[src/design/bracket_balance_checker_core_assert.svh]
// Assertion macros shared by the bracket checker RTL.
// Each macro expects clk and rst_n to be visible in the module that uses it.
`ifndef BRACKET_BALANCE_CHECKER_CORE_ASSERT_SVH
`define BRACKET_BALANCE_CHECKER_CORE_ASSERT_SVH

// Same-cycle implication, disabled while reset is asserted.
`define BBC_ASSERT_IMPL(lbl, ante, cons) \
    lbl: assert property (@(posedge clk) disable iff (!rst_n) (ante) |-> (cons)) \
        else $error("bracket checker: same-cycle check failed");

// Next-cycle implication, disabled while reset is asserted.
`define BBC_ASSERT_NEXT(lbl, ante, cons) \
    lbl: assert property (@(posedge clk) disable iff (!rst_n) (ante) |=> (cons)) \
        else $error("bracket checker: next-cycle check failed");

`endif

[src/design/bbc_pkg.sv]
// Shared types, constants and character decode functions for the bracket checker.
// No dependencies; every other design file but the assertion header refers to it by scoped names.
`default_nettype none

package bbc_pkg;

    localparam int STACK_DEPTH  = 64;
    localparam int MAX_POSITION = 4095;
    localparam int COUNT_W      = $clog2(STACK_DEPTH + 1);
    localparam int POS_W        = 12;
    localparam int CHAR_W       = 8;

    typedef logic [CHAR_W-1:0]  byte_t;
    typedef logic [1:0]         kind_t;
    typedef logic [COUNT_W-1:0] count_t;
    typedef logic [POS_W-1:0]   pos_t;

    localparam byte_t CH_LPAREN = 8'h28;
    localparam byte_t CH_RPAREN = 8'h29;
    localparam byte_t CH_LBRACE = 8'h7B;
    localparam byte_t CH_RBRACE = 8'h7D;
    localparam byte_t CH_LBRACK = 8'h5B;
    localparam byte_t CH_RBRACK = 8'h5D;
    localparam byte_t CH_LANGLE = 8'h3C;
    localparam byte_t CH_RANGLE = 8'h3E;

    localparam kind_t KIND_PAREN = 2'd0;
    localparam kind_t KIND_BRACE = 2'd1;
    localparam kind_t KIND_BRACK = 2'd2;
    localparam kind_t KIND_ANGLE = 2'd3;

    typedef enum logic [2:0] {
        ST_BALANCED      = 3'd0,
        ST_EXPECTING     = 3'd1,
        ST_MISSING_OPEN  = 3'd2,
        ST_MISSING_CLOSE = 3'd3,
        ST_OVERFLOW      = 3'd4
    } status_t;

    typedef struct packed {
        logic  hit;
        kind_t kind;
    } decode_t;

    // Stack operation broadcast to every cell of the chain.
    typedef struct packed {
        logic push;
        logic pop;
    } stack_op_t;

    typedef struct packed {
        status_t status;
        pos_t    position;
        byte_t   symbol;
    } result_t;

    function automatic decode_t open_kind(input byte_t c);
        decode_t d;
        d.hit  = 1'b1;
        d.kind = KIND_PAREN;
        unique case (c)
            CH_LPAREN: d.kind = KIND_PAREN;
            CH_LBRACE: d.kind = KIND_BRACE;
            CH_LBRACK: d.kind = KIND_BRACK;
            CH_LANGLE: d.kind = KIND_ANGLE;
            default:   d.hit  = 1'b0;
        endcase
        return d;
    endfunction

    function automatic decode_t close_kind(input byte_t c);
        decode_t d;
        d.hit  = 1'b1;
        d.kind = KIND_PAREN;
        unique case (c)
            CH_RPAREN: d.kind = KIND_PAREN;
            CH_RBRACE: d.kind = KIND_BRACE;
            CH_RBRACK: d.kind = KIND_BRACK;
            CH_RANGLE: d.kind = KIND_ANGLE;
            default:   d.hit  = 1'b0;
        endcase
        return d;
    endfunction

    function automatic byte_t open_char(input kind_t k);
        byte_t c;
        unique case (k)
            KIND_PAREN: c = CH_LPAREN;
            KIND_BRACE: c = CH_LBRACE;
            KIND_BRACK: c = CH_LBRACK;
            default:    c = CH_LANGLE;
        endcase
        return c;
    endfunction

    function automatic byte_t close_char(input kind_t k);
        byte_t c;
        unique case (k)
            KIND_PAREN: c = CH_RPAREN;
            KIND_BRACE: c = CH_RBRACE;
            KIND_BRACK: c = CH_RBRACK;
            default:    c = CH_RANGLE;
        endcase
        return c;
    endfunction

endpackage

`default_nettype wire

[src/design/bbc_if.sv]
// Valid/ready channel interfaces for the character input and the result output.
// Depends on bbc_pkg for field types.
`default_nettype none

interface bbc_char_if;
    logic          valid;
    logic          ready;
    bbc_pkg::byte_t char_code;
    logic          line_end;

    modport source (output valid, output char_code, output line_end, input ready);
    modport sink (input valid, input char_code, input line_end, output ready);
endinterface

interface bbc_result_if;
    logic              valid;
    logic              ready;
    logic [2:0]        status;
    bbc_pkg::pos_t     position;
    bbc_pkg::byte_t    symbol;

    modport source (output valid, output status, output position, output symbol, input ready);
    modport sink (input valid, input status, input position, input symbol, output ready);
endinterface

`default_nettype wire

[src/design/bbc_cell.sv]
// One entry of the shifting bracket stack; cell 0 holds the top of stack.
// Depends on bbc_pkg for the kind and stack operation types.
`default_nettype none

module bbc_cell (
    input  wire logic              clk,
    input  wire bbc_pkg::stack_op_t op,
    input  wire bbc_pkg::kind_t    from_above,
    input  wire bbc_pkg::kind_t    from_below,
    output bbc_pkg::kind_t         kind
);

    bbc_pkg::kind_t kind_reg;
    bbc_pkg::kind_t kind_next;

    // A push moves every entry one cell deeper; a pop moves them one cell up.
    always_comb
    begin
        priority if (op.push)
        begin
            kind_next = from_above;
        end
        else if (op.pop)
        begin
            kind_next = from_below;
        end
        else
        begin
            kind_next = kind_reg;
        end
    end

    always_ff @(posedge clk)
    begin
        kind_reg <= kind_next;
    end

    assign kind = kind_reg;

endmodule

`default_nettype wire

[src/design/bracket_balance_checker_core.sv]
// Results are registered in the output register, or in the skid entry when it stalls.
// Throughput: one character or line end per cycle while the skid entry is empty; the
// match reads only cell 0 of a 64-cell shift chain; push and pop shift every cell.
// A two-entry output buffer keeps input beats flowing while one result is stalled.
// Reset clears the depth count, position, error flag and output valids; stack cells
// are not reset and are only read below the depth count.
`default_nettype none
`include "bracket_balance_checker_core_assert.svh"

module bracket_balance_checker_core (
    input  wire logic     clk,
    input  wire logic     rst_n,
    bbc_char_if.sink      chars,
    bbc_result_if.source  results
);

    localparam int DEPTH = bbc_pkg::STACK_DEPTH;

    bbc_pkg::count_t   count_reg, count_next;
    bbc_pkg::pos_t     pos_reg, pos_next;
    logic              err_reg, err_next;

    bbc_pkg::kind_t    cell_kind [DEPTH];
    bbc_pkg::stack_op_t op;
    bbc_pkg::decode_t  ok, ck;
    bbc_pkg::kind_t    top;
    logic              in_fire;
    logic              res_valid;
    bbc_pkg::result_t  res;

    logic              out_valid_reg, out_valid_next;
    bbc_pkg::result_t  out_data_reg, out_data_next;
    logic              skid_valid_reg, skid_valid_next;
    bbc_pkg::result_t  skid_data_reg, skid_data_next;
    logic              out_take;

    // Stack chain.
    for (genvar i = 0; i < DEPTH; i++)
    begin : g_cell
        bbc_pkg::kind_t above, below;
        if (i == 0)
        begin : g_top
            assign above = ok.kind;
        end
        else
        begin : g_mid
            assign above = cell_kind[i-1];
        end
        if (i == DEPTH - 1)
        begin : g_last
            assign below = cell_kind[i];
        end
        else
        begin : g_inner
            assign below = cell_kind[i+1];
        end
        bbc_cell u_cell (
            .clk        (clk),
            .op         (op),
            .from_above (above),
            .from_below (below),
            .kind       (cell_kind[i])
        );
    end

    assign top     = cell_kind[0];
    assign ok      = bbc_pkg::open_kind(chars.char_code);
    assign ck      = bbc_pkg::close_kind(chars.char_code);
    assign in_fire = chars.valid && chars.ready;

    always_comb
    begin
        count_next      = count_reg;
        pos_next        = pos_reg;
        err_next        = err_reg;
        op              = '0;
        res_valid       = 1'b0;
        res.status      = bbc_pkg::ST_BALANCED;
        res.position    = pos_reg;
        res.symbol      = '0;
        if (in_fire)
        begin
            if (chars.line_end)
            begin
                count_next = '0;
                pos_next   = '0;
                err_next   = 1'b0;
                if (!err_reg)
                begin
                    res_valid = 1'b1;
                    if (count_reg != '0)
                    begin
                        res.status = bbc_pkg::ST_MISSING_CLOSE;
                        res.symbol = bbc_pkg::close_char(top);
                    end
                end
            end
            else if (!err_reg)
            begin
                if (pos_reg != bbc_pkg::POS_W'(bbc_pkg::MAX_POSITION))
                begin
                    pos_next = pos_reg + 1'b1;
                end
                if (ok.hit)
                begin
                    if (count_reg == bbc_pkg::COUNT_W'(DEPTH))
                    begin
                        err_next   = 1'b1;
                        res_valid  = 1'b1;
                        res.status = bbc_pkg::ST_OVERFLOW;
                        res.symbol = chars.char_code;
                    end
                    else
                    begin
                        op.push    = 1'b1;
                        count_next = count_reg + 1'b1;
                    end
                end
                else if (ck.hit)
                begin
                    if (count_reg == '0)
                    begin
                        err_next   = 1'b1;
                        res_valid  = 1'b1;
                        res.status = bbc_pkg::ST_MISSING_OPEN;
                        res.symbol = bbc_pkg::open_char(ck.kind);
                    end
                    else if (top == ck.kind)
                    begin
                        op.pop     = 1'b1;
                        count_next = count_reg - 1'b1;
                    end
                    else
                    begin
                        err_next   = 1'b1;
                        res_valid  = 1'b1;
                        res.status = bbc_pkg::ST_EXPECTING;
                        res.symbol = bbc_pkg::close_char(top);
                    end
                end
            end
        end
    end

    // Output register plus skid entry; input stalls only when both are full.
    assign chars.ready = !skid_valid_reg;
    assign out_take    = out_valid_reg && results.ready;

    always_comb
    begin
        out_valid_next  = out_valid_reg;
        out_data_next   = out_data_reg;
        skid_valid_next = skid_valid_reg;
        skid_data_next  = skid_data_reg;
        if (!out_valid_reg || out_take)
        begin
            if (skid_valid_reg)
            begin
                out_valid_next  = 1'b1;
                out_data_next   = skid_data_reg;
                skid_valid_next = 1'b0;
            end
            else
            begin
                out_valid_next = res_valid;
                out_data_next  = res;
            end
        end
        else if (res_valid)
        begin
            skid_valid_next = 1'b1;
            skid_data_next  = res;
        end
    end

    always_ff @(posedge clk or negedge rst_n)
    begin
        if (!rst_n)
        begin
            count_reg      <= '0;
            pos_reg        <= '0;
            err_reg        <= 1'b0;
            out_valid_reg  <= 1'b0;
            skid_valid_reg <= 1'b0;
        end
        else
        begin
            count_reg      <= count_next;
            pos_reg        <= pos_next;
            err_reg        <= err_next;
            out_valid_reg  <= out_valid_next;
            skid_valid_reg <= skid_valid_next;
        end
    end

    always_ff @(posedge clk)
    begin
        out_data_reg  <= out_data_next;
        skid_data_reg <= skid_data_next;
    end

    assign results.valid    = out_valid_reg;
    assign results.status   = out_data_reg.status;
    assign results.position = out_data_reg.position;
    assign results.symbol   = out_data_reg.symbol;

    `BBC_ASSERT_IMPL(a_count_bound, 1'b1, count_reg <= bbc_pkg::COUNT_W'(DEPTH))
    `BBC_ASSERT_IMPL(a_skid_behind_out, skid_valid_reg, out_valid_reg)
    `BBC_ASSERT_IMPL(a_quiet_after_error, in_fire && err_reg && !chars.line_end, !res_valid)
    `BBC_ASSERT_NEXT(a_line_end_clears, in_fire && chars.line_end, count_reg == '0 && pos_reg == '0 && !err_reg)

endmodule

`default_nettype wire

[src/flat_wrapper.sv]
// flat-port wrapper written by rule: the top's interface ports become plain ports
module bracket_balance_checker_core_flat 
  (clk, rst_n, chars_valid, chars_char_code, chars_line_end, chars_ready, results_valid, results_status, results_position, results_symbol, results_ready);
  bbc_char_if chars_i ();
  bbc_result_if results_i ();
  input  wire logic clk;
  input  wire logic rst_n;
  input wire logic [$bits(chars_i.valid)-1:0] chars_valid;
  input wire logic [$bits(chars_i.char_code)-1:0] chars_char_code;
  input wire logic [$bits(chars_i.line_end)-1:0] chars_line_end;
  output wire logic [$bits(chars_i.ready)-1:0] chars_ready;
  output wire logic [$bits(results_i.valid)-1:0] results_valid;
  output wire logic [$bits(results_i.status)-1:0] results_status;
  output wire logic [$bits(results_i.position)-1:0] results_position;
  output wire logic [$bits(results_i.symbol)-1:0] results_symbol;
  input wire logic [$bits(results_i.ready)-1:0] results_ready;
  assign chars_i.valid = chars_valid;
  assign chars_i.char_code = chars_char_code;
  assign chars_i.line_end = chars_line_end;
  assign chars_ready = chars_i.ready;
  assign results_valid = results_i.valid;
  assign results_status = results_i.status;
  assign results_position = results_i.position;
  assign results_symbol = results_i.symbol;
  assign results_i.ready = results_ready;
  bracket_balance_checker_core u_core (.clk(clk), .rst_n(rst_n), .chars(chars_i), .results(results_i));
endmodule
[config.mk]
export PLATFORM = sky130hd
export DESIGN_NAME = bracket_balance_checker_core_flat
export DESIGN_NICKNAME = d
export VERILOG_FILES = /design/src/design/bbc_pkg.sv /design/src/design/bbc_if.sv /design/src/design/bbc_cell.sv /design/src/design/bracket_balance_checker_core.sv /design/src/flat_wrapper.sv
export VERILOG_INCLUDE_DIRS = /design/src /design/src/design
export SDC_FILE = /design/constraint.sdc
export NUM_CORES = 1
export LEC_CHECK = 0
export ABC_AREA = 1
export BUFFER_PORTS_ARGS = -buffer_cell sky130_fd_sc_hd__buf_2
export CAP_MARGIN = 0
export CORE_UTILIZATION = 45
export CTS_CLUSTER_DIAMETER = 80
export CTS_CLUSTER_SIZE = 12
export DETAILED_ROUTE_END_ITERATION = 12
export PLACE_DENSITY = 0.67
export SLEW_MARGIN = 20
export SYNTH_ARGS = -nofsm -noshare
export SYNTH_HDL_FRONTEND = slang
export SYNTH_SLANG_ARGS = --single-unit
[constraint.sdc]
create_clock -name clk -period 8.5 [get_ports clk]
set_input_delay 0.85 -clock clk [delete_from_list [all_inputs] [get_ports clk]]
set_output_delay 0.85 -clock clk [all_outputs]
set_load 0.05 [all_outputs]
==> summary.md <==
| Metric | Value |
|---|---|
| Result of the run | `completed` |
| Final RePlAce weighted congestion | `0.883` |
| Simple logic cell fraction of the synthesized area | `0.172` |
| Fraction of the mapped netlist area in compound gates | `0.0972` |
| Number of flip-flops in the largest register | `128` |
| Number of buffers inserted by port buffering | `37` |
| Mux cell area share after synthesis | `0.00109` |
| Critical path arrival | `3.55 ns` |
| Seq cells post-synth | `196` |
| Initial antenna violation count | `0` |
| Setup TNS after final layout | `0 ns` |
| Core ar. | `19700 um^2` |
| CTS root buffer | `sky130_fd_sc_hd__clkbuf_16` |
| Primary FF master, synth | `sky130_fd_sc_hd__edfxtp_1` |
| Nature of the critical path endpoint | `flop` |
| Delay contributed by the slowest stage of the critical path | `0.79 ns` |
| Setup repair after global routing missed its margin | `no` |
| Most frequent cell on the critical path | `sky130_fd_sc_hd__nand2_1` |
| Vias in the first global route | `5777` |
| Total Wirelength | `16500 um` |
| Clk sink count | `196` |
| Number of enable-type register cells in the synthesized netlist | `174` |
| Distinct cell type count after synthesis | `41` |
| Warnings, synthesis | `0` |
| Dominant combinational cell family by area after synthesis | `simple AND/OR/NAND/NOR gates` |
| Global-route congestion overflow total | `0` |
| Post-route fraction of the period consumed by the critical path | `0.411` |
| Maximum number of pins on one net before global-route repair | `126` |
| Worst Clk Skew | `0.00756 ns` |
| Detailed placement HPWL | `10600 um` |
| Sequential share of the synthesized area | `0.628` |
| All-layer global routing usage | `0.167` |
| WP buf/inv | `3` |
| Die Y | `145 um` |
| Finish-stage setup viols | `0` |
| Normalized max-slew margin | `0.439` |
| Ratio of cells with drive above 1 in the final layout | `0.121` |
| Final number of hold-violating endpoints | `0` |
| Final Max Tran Viols | `0` |
| Number of violations reported at the end of detailed-routing iteration 0 | `531` |
| CTS Buf Count | `17` |
| Top Ports | `38` |
| Maximum clock frequency | `286 MHz` |
| Element type at the critical path start | `primary input` |
| Actual slew at the worst max-slew pin | `0.841 ns` |
| Clk_lat worst skew | `0.43 ns` |
| Count of filler cells inserted in the layout | `1760` |
| Path type of the worst setup path | `primary input to flop` |
| Share of flip-flops with an asynchronous set or reset after synthesis | `0.112` |
| Mapped Avg Cell Area | `10.1 um^2` |
| Wire length of the first global-routing pass | `28500 um` |
| Row count | `51` |
| H-tree depth | `4` |
| Leakage power of the design | `4.15 nW` |
| Hold bufs inserted after CTS | `0` |
| Initial Util | `0.466` |
| Clock-pin slew on the worst setup and hold paths | `0.07 ns` |
| Netlist Area Pre-Place | `9190 um^2` |
| # Post-CTS Setup Buffers | `0` |
| Total via count after detailed routing | `6083` |
| Worst VDD drop | `0.118 mV` |
| Detail-routed via count per cell | `5.01` |
| CP delay by family, top | `buffers and inverters` |
| Antenna fix cells | `0` |
| Path category of the worst min-delay check | `primary input to asynchronous set/reset pin` |
| Adder-Cell Fraction of Synth Area | `0.0185` |
| Max Root-Sink Buffers | `2` |
| Required time of the worst setup path | `8.56 ns` |
| Largest fanout on the critical path | `67` |
| Floorplan die area | `21000 um^2` |
| Final #Nets | `963` |
| Xor and xnor fraction of the mapped netlist area | `0.00667` |
| Min Clock Period, post-route | `3.49 ns` |
| Number of nets still failing antenna checks after routing | `0` |
| Post-route DRC violation count | `0` |
| Mapped Cells | `911` |
| Cell area power density | `227 nW/um^2` |
| TritonCTS clock tree | `done` |
| Critical path cell sequence | `buf_2, inv_1, nand2_1, nor2_2, nand2_2, nand2_4, nand2_1, nand2_1, nand3_1, nor2_1, o211a_4, buf_4` |
| Mapped Nets | `937` |
| Final Core Density | `0.513` |
| Area delta synth->final | `10.2%` |
| Per-cell routed wire length | `13.6 um` |
| CTS resizes | `0` |
| Chip Width | `145 um` |
| Slowest library cell on the worst path | `sky130_fd_sc_hd__buf_4` |
| Count of max-cap constraint violations | `0` |
| 1st-pass router iterations | `5` |
worst paths after layout:
check | from | end | slack (ns) | cells after the start
setup / recovery | chars_char_code[6] | u_core.g_cell[11].u_cell.kind[1] | 5.01 | 12
hold / removal | rst_n | u_core.count_reg[6] | 0.39 | 1
setup reg to reg | u_core.count_reg[0] | u_core.g_cell[11].u_cell.kind[1] | 5.21 | 8
hold reg to reg | u_core.g_cell[62].u_cell.kind[1] | u_core.g_cell[63].u_cell.kind[1] | 0.47 | 0
max in group asynchronous | rst_n | u_core.pos_reg[3] | 7.75 | 1
min in group clk | u_core.g_cell[62].u_cell.kind[1] | u_core.g_cell[63].u_cell.kind[1] | 0.47 | 0
cell type report:
cell class	instances	area, um^2	area share
sequential	196	5780	0.571
multi-input combinational	559	2740	0.270
clock inverter	14	175	0.0173
timing repair buffer	41	215	0.0213
clock buffer	17	425	0.0420
tap	265	332	0.0328
inverter	122	464	0.0459
synthesized netlist by cell type (2+ instances only):
cell type                  count  area share
sky130_fd_sc_hd__o21ai_1      66       0.036
sky130_fd_sc_hd__nor3_1        5      0.0027
sky130_fd_sc_hd__nand3_1      28       0.015
sky130_fd_sc_hd__dfrtp_1      22       0.060
sky130_fd_sc_hd__nand2_2      10      0.0068
sky130_fd_sc_hd__nand2_4       2      0.0025
sky130_fd_sc_hd__a21oi_1       9      0.0049
sky130_fd_sc_hd__nand2_1     248        0.10
sky130_fd_sc_hd__inv_2         5      0.0020
sky130_fd_sc_hd__nand3_2       2      0.0022
sky130_fd_sc_hd__nor2_4        5      0.0061
sky130_fd_sc_hd__ha_1         12       0.016
sky130_fd_sc_hd__o21ai_0      79       0.043
sky130_fd_sc_hd__xor2_1        7      0.0067
sky130_fd_sc_hd__o21ai_2       7      0.0067
sky130_fd_sc_hd__clkbuf_1      8      0.0033
sky130_fd_sc_hd__buf_2        14      0.0076
sky130_fd_sc_hd__or2_2         2      0.0014
sky130_fd_sc_hd__nor4_1        2      0.0014
sky130_fd_sc_hd__nor2_1       51       0.021
sky130_fd_sc_hd__nor2_2        2      0.0014
sky130_fd_sc_hd__nand4_1       7      0.0048
sky130_fd_sc_hd__buf_6        11       0.013
sky130_fd_sc_hd__edfxtp_1    174        0.57
sky130_fd_sc_hd__inv_1       115       0.047
sky130_fd_sc_hd__a31oi_1       3      0.0020
routing by layer:
metal / track usage / up-vias / part of all wire
li1: - / 3078 / -
met3: 0.0390 / 18 / 0.044
met4: 0.0457 / 0 / 0.011
met5: 0 / - / 0
met1: 0.261 / 2878 / 0.53
met2: 0.230 / 109 / 0.41
per-stage QoR:
stage | instances | instance area (um^2) | power [W] | hold slack, ns | setup WS [ns]
2_1_floorplan | 911 | 9190 | 0.00143 | 0.427 | 3.79
3_3_place_gp | 1183 | 9520 | 0.00150 | 0.436 | 4.60
3_5_place_dp | 1183 | 9520 | 0.00150 | 0.445 | 4.57
4_1_cts | 1214 | 10100 | 0.00232 | 0.392 | 5.02
5_1_grt | 1214 | 10100 | 0.00240 | 0.420 | 4.75
6_report | 1214 | 10100 | 0.00230 | 0.390 | 5.01
kinds of logic after synthesis:
kind of cell	count (synthesis)
DFF	196
AOI/OAI and AO/OA	169
and+or+nand+nor	368
xor gates and xnor gates	7
other	1
adders and majority gates	13
buffers and inverters	156
muxes	1
power breakdown:
| group | total (W) | internal, W | switching, W |
|---|---|---|---|
| Clock | 0.000810 | 0.000443 | 0.000367 |
| Combinational | 0.000361 | 0.000106 | 0.000255 |
| Sequential | 0.00112 | 0.00109 | 0.0000322 |
cell usage in the layout (no fill, tap or decap), drive strengths merged, types with 4 or more instances in the layout:
| cell type | netlist | final |
|---|---|---|
| a21oi | 10 | 10 |
| clkinv | 1 | 4 |
| nand4 | 8 | 8 |
| clkbuf | 8 | 17 |
| nand2 | 260 | 260 |
| xor2 | 7 | 7 |
| nor3 | 5 | 5 |
| o21ai | 152 | 152 |
| inv | 121 | 126 |
| edfxtp | 174 | 174 |
| ha | 12 | 12 |
| nor2 | 58 | 58 |
| clkinvlp | 0 | 4 |
| buf | 26 | 41 |
| nand3 | 31 | 31 |
| dfrtp | 22 | 22 |
Note: power is estimated with default switching activity, not from simulation.
